`src/rtl/hbp_pkg.sv`:
```
// Shared types and constants of the Huffman table bit packer.
// Used by every module of the block; depends on nothing else.
`default_nettype none

package hbp_pkg;

	localparam int BYTE_W = 8;
	localparam int CODE_IN_W = 32;
	localparam int COUNT_W = 24;
	localparam logic [COUNT_W-1:0] COUNT_MAX = {COUNT_W{1'b1}};

	localparam logic [1:0] CMD_LOAD = 2'd0;
	localparam logic [1:0] CMD_ENCODE = 2'd1;
	localparam logic [1:0] CMD_FINISH = 2'd2;

	localparam logic KIND_DATA = 1'b0;
	localparam logic KIND_END = 1'b1;

	typedef struct packed {
		logic [1:0] cmd;
		logic [7:0] symbol;
		logic [31:0] code_bits;
		logic [5:0] code_length;
	} item_t;

	typedef struct packed {
		logic kind;
		logic [7:0] out_byte;
		logic has_partial;
		logic [3:0] last_valid_bits;
		logic [23:0] byte_count;
	} result_t;

	typedef enum logic [1:0] {
		ST_IDLE,
		ST_LOOKUP,
		ST_PACK,
		ST_FINISH
	} state_t;

	typedef struct packed {
		logic wr_entry;
		logic rd_entry;
		logic align;
		logic step;
		logic finish;
	} ctl_cmd_t;

	typedef struct packed {
		logic in_range;
		logic len_zero;
		logic step_fills;
		logic step_last;
		logic slot_free;
	} ctl_status_t;

endpackage

`default_nettype wire

```
`src/rtl/hbp_ctrl.sv`:
```
// Controller state machine of the Huffman table bit packer.
// Depends on hbp_pkg; drives the datapath through ctl_cmd_t.
`default_nettype none

module hbp_ctrl
	import hbp_pkg::*;
(
	input  wire logic        clk,
	input  wire logic        arst_n,
	input  wire logic        item_valid,
	input  wire logic [1:0]  item_cmd,
	input  wire ctl_status_t status,
	output logic             item_stall,
	output ctl_cmd_t         ctl
);

	state_t state_q;
	state_t state_next;
	logic   accept;

	always_ff @(posedge clk or negedge arst_n) begin
		if (!arst_n) begin
			state_q <= ST_IDLE;
		end else begin
			state_q <= state_next;
		end
	end

	always_comb begin
		state_next = state_q;
		item_stall = 1'b1;
		ctl = '0;
		accept = 1'b0;
		case (state_q)
			ST_IDLE: begin
				item_stall = 1'b0;
				accept = item_valid;
				if (accept) begin
					case (item_cmd)
						CMD_LOAD: begin
							ctl.wr_entry = status.in_range;
						end
						CMD_ENCODE: begin
							if (status.in_range) begin
								ctl.rd_entry = 1'b1;
								state_next = ST_LOOKUP;
							end
						end
						CMD_FINISH: begin
							state_next = ST_FINISH;
						end
						default: begin
						end
					endcase
				end
			end
			ST_LOOKUP: begin
				ctl.align = 1'b1;
				state_next = status.len_zero ? ST_IDLE : ST_PACK;
			end
			ST_PACK: begin
				// A step that completes a byte waits until the output word is free.
				ctl.step = !status.step_fills || status.slot_free;
				if (ctl.step && status.step_last) begin
					state_next = ST_IDLE;
				end
			end
			ST_FINISH: begin
				if (status.slot_free) begin
					ctl.finish = 1'b1;
					state_next = ST_IDLE;
				end
			end
			default: begin
				state_next = ST_IDLE;
			end
		endcase
	end

endmodule

`default_nettype wire

```
`config.mk`:
```
export PLATFORM = sky130hd
export DESIGN_NAME = hbp_ctrl
export DESIGN_NICKNAME = d
export VERILOG_FILES = /design/src/rtl/hbp_pkg.sv /design/src/rtl/hbp_ctrl.sv
export SDC_FILE = /design/constraint.sdc
export NUM_CORES = 1
export LEC_CHECK = 0
export BUFFER_PORTS_ARGS = -buffer_cell sky130_fd_sc_hd__clkbuf_2
export CORE_AREA = 2 2 39 41
export CTS_CLUSTER_DIAMETER = 80
export DETAILED_ROUTE_END_ITERATION = 12
export DIE_AREA = 0 0 41 43
export PLACE_DENSITY = 0.5
export SKIP_LAST_GASP = 1
export SYNTH_ARGS = -nofsm -noshare
export SYNTH_HDL_FRONTEND = slang
export SYNTH_SLANG_ARGS = --single-unit
export TNS_END_PERCENT = 100
```
`constraint.sdc`:
```
create_clock -name clk -period 1.29 [get_ports clk]
set_input_delay 0.0645 -clock clk [delete_from_list [all_inputs] [get_ports clk]]
set_output_delay 0.0645 -clock clk [all_outputs]
set_load 0.05 [all_outputs]
```
# --- After elaboration in Yosys (flattened, before gate mapping) ---
# Index checks and enable logic that the tools add are counted.
classes:
  reduce_logical: 6
  muxes: 17
  n_eq_ne: 10
op_table:
  columns: ["operator", "count"]
  rows:
  - ["$mux 2", 7]
  - ["$mux 1", 8]
  - ["$pmux 2 s4", 1]
  - ["$eq 2x2->1 const B", 3]
  - ["$ne 2x2->1 const B", 3]
  - ["$reduce_and 5->1", 1]
  - ["$eq 2x1->1 const B", 2]
  - ["$logic_not 2->1", 2]
  - ["$pmux 2 s2", 1]
  - ["$ne 3x1->1 const B", 1]
  - ["$ne 3x3->1 const B", 1]
  - ["$logic_and 1x1->1", 1]
  - ["$logic_not 1->1", 1]
  - ["$logic_or 1x1->1", 1]
word_totals:
  elab_cells: 34
  ff_bits: 2
  output_inout_bits: 6

# --- Longest topological paths before layout ---
depth:
  depth_word: 5
  depth_mapped: 4

# --- Worst setup path before layout ---
# OpenSTA, ideal clock, no wires.
synth_timing:
  path_type: "register to output"
  startpoint: "register state_q[0]"
  endpoint: "output port ctl[3] (netlist bit)"
  required_ps: 1226
  t_arrival_ps: 1368
  stages_incl_launch_ff: 4
  setup_slack_ps: -142
  n_path_buf: 0
  cell_sequence: "dfrtp_1 nor2_1 nand4b_1 nor2_1"
synth_lines:
  columns: ["item", "line_no", "source"]
  rows:
  - ["from (decl)", "hbp_ctrl.sv:17", "state_t state_q;"]
  - ["from (signal assigned)", "hbp_ctrl.sv:25", "state_q <= state_next;"]
  - ["to (decl)", "hbp_ctrl.sv:14", "output ctl_cmd_t ctl"]

==> metrics.md <==
| Metric | Value |
|---|---|
| Most common cell after layout, fill and taps aside | `clkbuf_2` |
| Top reg by flops | `state_q` |
| RSZ-0062 raised after global routing | `yes` |
| Leak pwr | `~0.21 nW` |
| Most frequent cells in the layout | `clkbuf_2, buf_6, clkbuf_4, buf_4` |
| WHS | `0.152 ns` |
| Dpl cells | `56` |
| Die Y-Extent | `between 40 and 50 um` |
| Final slew viol count | `0` |
| Post-synth EDFFs | `0` |
| Die area | `1760 um2` |
| Failing checks | `setup timing` |
| Final Hold Fails | `0` |
| RePlAce Congestion | `0.717` |
| Cells after Synth | `22` |
| #FFs+latches synth | `2` |
| TNS Setup | `-0.128 ns` |
| Initial Util | `a little over an eighth` |
| Worst setup slack after layout | `-0.0612 ns` |
| Core area | `around 1400 um2` |
| Total Wirelength | `between 500 and 600 um` |
| CP Capture Type | `output port` |
| Vias | `~260` |
| Drt pass-1 iters | `2` |
| DR vias/cell | `4.16` |
| Yosys cell types | `18` |
| Vias in the first global route | `~270` |
| Fin cells | `62` |
| Placed cell area | `~300 um2` |
| Syn nets | `32` |
| Synthesis Warnings | `0` |
| Initial antenna violation count | `0` |
| Drt wl/cell | `9.63 um` |
| Cell area power density | `about 2300 nW/um2` |
| Final setup vio count | `3` |
| Layout net count | `58` |
| Worst r2r src | `state_q[0]` |
| Area Overhead vs Synth | `123%` |
| Yosys top cell area share | `between 20% and 30%` |
| Worst-path clk slew | `0.03 ns` |
| Tot GR Track Use | `9.43%` |
| Filler Cells Inserted | `approximately 160` |
| WS Path Type | `reg2out` |
| Crit-path max cell delay | `0.39 ns` |
| Layout cell share with drive strength beyond 1 | `58.7%` |
| Crit-path max FO | `3` |
| Hold WC Path Type | `in2reg` |
| H-tree depth | `1` |
| Root buf cell | `clkbuf_4` |
| Largest net degree at the start of global routing | `5` |
| Antenna viol nets, final | `0` |
| Area leader, netlist | `dfrtp_1` |
| Critical-path cell list | `buf_6 > nor2_4 > nand4b_1 > nor2_1 > clkbuf_8` |
| Largest regs | `state_q x2` |
| I/O Buffers | `15` |
| Hold Startpoint | `status[3]` |
| Peak supply drop | `roughly 0.46 mV` |
| Max-Cap Viols | `0` |
| Number of DRC markers in iteration 0 | `4` |
| Avg Inst Size Synth | `slightly above 8 um2` |
| Total power | `between 0.9 and 1 mW` |
| Clock Sinks | `2` |
| HPWL Detailed | `roughly 440 um` |
| Die width | `41 um` |
| Slew Limit Headroom | `approximately 80%` |
| Global-route wire length before repair | `~1000 um` |
| Clk_skew | `between 0.004 and 0.005 ns` |
| Io pins | `16` |
| DRC | `0` |
| Number of CTS-inserted buffers | `3` |
| Final Critical Period | `between 1 and 1.5 ns` |
| Clk Latency, worst-skew pair | `~0.23 ns` |
| Critical Path AT | `about 1.3 ns` |
| CTS max path bufs | `2` |
| Worst EP required | `1.23 ns` |
| Cell Area, Synth | `~180 um2` |
| Share of the yosys chip area belonging to registers | `27.6%` |
| Synth Flop Type | `dfrtp_1` |
| F_max | `0.740 GHz` |
| CP Launch Point | `state_q[1]` |
| FP Rows | `14` |
| Synth area leaders | `dfrtp_1, mux2_2, nor2_1, a311o_1, and3b_2` |
| Max FFs per register | `2` |
| Slowest CP cell | `dfrtp_1` |
| CTS tree | `yes` |
| Ant diodes | `0` |
| Asr flop ratio synth | `100%` |
| Grt total ovfl | `0` |
| Post-route cell area | `about 400 um2` |
| Tcrit/Tclk final | `105%` |
| Status | `complete, but fails checks` |
| Startpoint types | `flop` |
| Worst-Margin Slew | `between 0.2 and 0.3 ns` |
## area by class of cell
| cell class | count | area [um2] | area share (%) |
|---|---|---|---|
| multi-input cells | 18 | 134 | 33.1 |
| flip-flops and latches | 2 | 50.0 | 12.4 |
| well taps | 16 | 20.0 | 4.95 |
| clock buffers | 3 | 22.5 | 5.57 |
| repair buffers | 21 | 170 | 42.1 |
| inverters | 2 | 7.51 | 1.86 |
## repair_timing
item                                   4_1_cts  5_1_grt
pin swaps                                    5        3
endpoints found under the hold margin        2        0
hold buffers                                 1        0
setup endpoints to repair                    6        6
resized for setup                           13        6
setup buffers                                2        0
## routing by layer
metal | wire length (um) | vias up | global-route usage, %
met5 | 0 | - | 0
met4 | 24 | 0 | 12.0
met3 | 50 | 2 | 1.57
met2 | 303 | 13 | 12.5
met1 | 218 | 113 | 10.6
li1 | - | 130 | -
## synthesized netlist by cell type, drive strengths merged, types with 2 or more instances
| cell type | n |
|---|---|
| nor2 | 3 |
| and3b | 2 |
| dfrtp | 2 |
| inv | 2 |
## critical path, delay by kind of cell, from the launching register on
kind,cells,cell delay (ns)
simple gates,3,0.35
flops,1,0.39
buf+inv,2,0.33
## where the power goes
part	switching (mW)	internal, mW	total (mW)	leakage, nW
registers	0.0231	0.0915	0.115	0.0254
clock network	0.0400	0.103	0.143	0.0138
logic	0.354	0.306	0.661	0.169
total	0.417	0.501	0.918	0.208
## metrics by stage
| stage | worst slack (ns) | util, % |
|---|---|---|
| CTS | -0.0843 | 28.4 |
| detailed placement | -0.0496 | 21.6 |
| global placement | -0.0201 | 21.6 |
| floorplan | -0.142 | - |
| finish | -0.0612 | 29.2 |
| global route | -0.162 | 29.2 |
## worst paths after layout
check                      depth (start not counted)  slack, ns          to
min                                                3       0.15  state_q[1]
max                                                5      -0.06      ctl[4]
min reg2reg                                        2       0.70  state_q[0]
max reg2reg                                        6       0.01  state_q[1]
max in group asynchronous                          2       1.03  state_q[1]
min in group asynchronous                          2       0.16  state_q[0]
## cell families after synthesis
kind of cell    synth area share [%]
buf+inv                         4.14
compound gates                  19.3
flops                           27.6
simple gates                    42.8
mux                             6.21
Power figures use the tool's default switching activity.
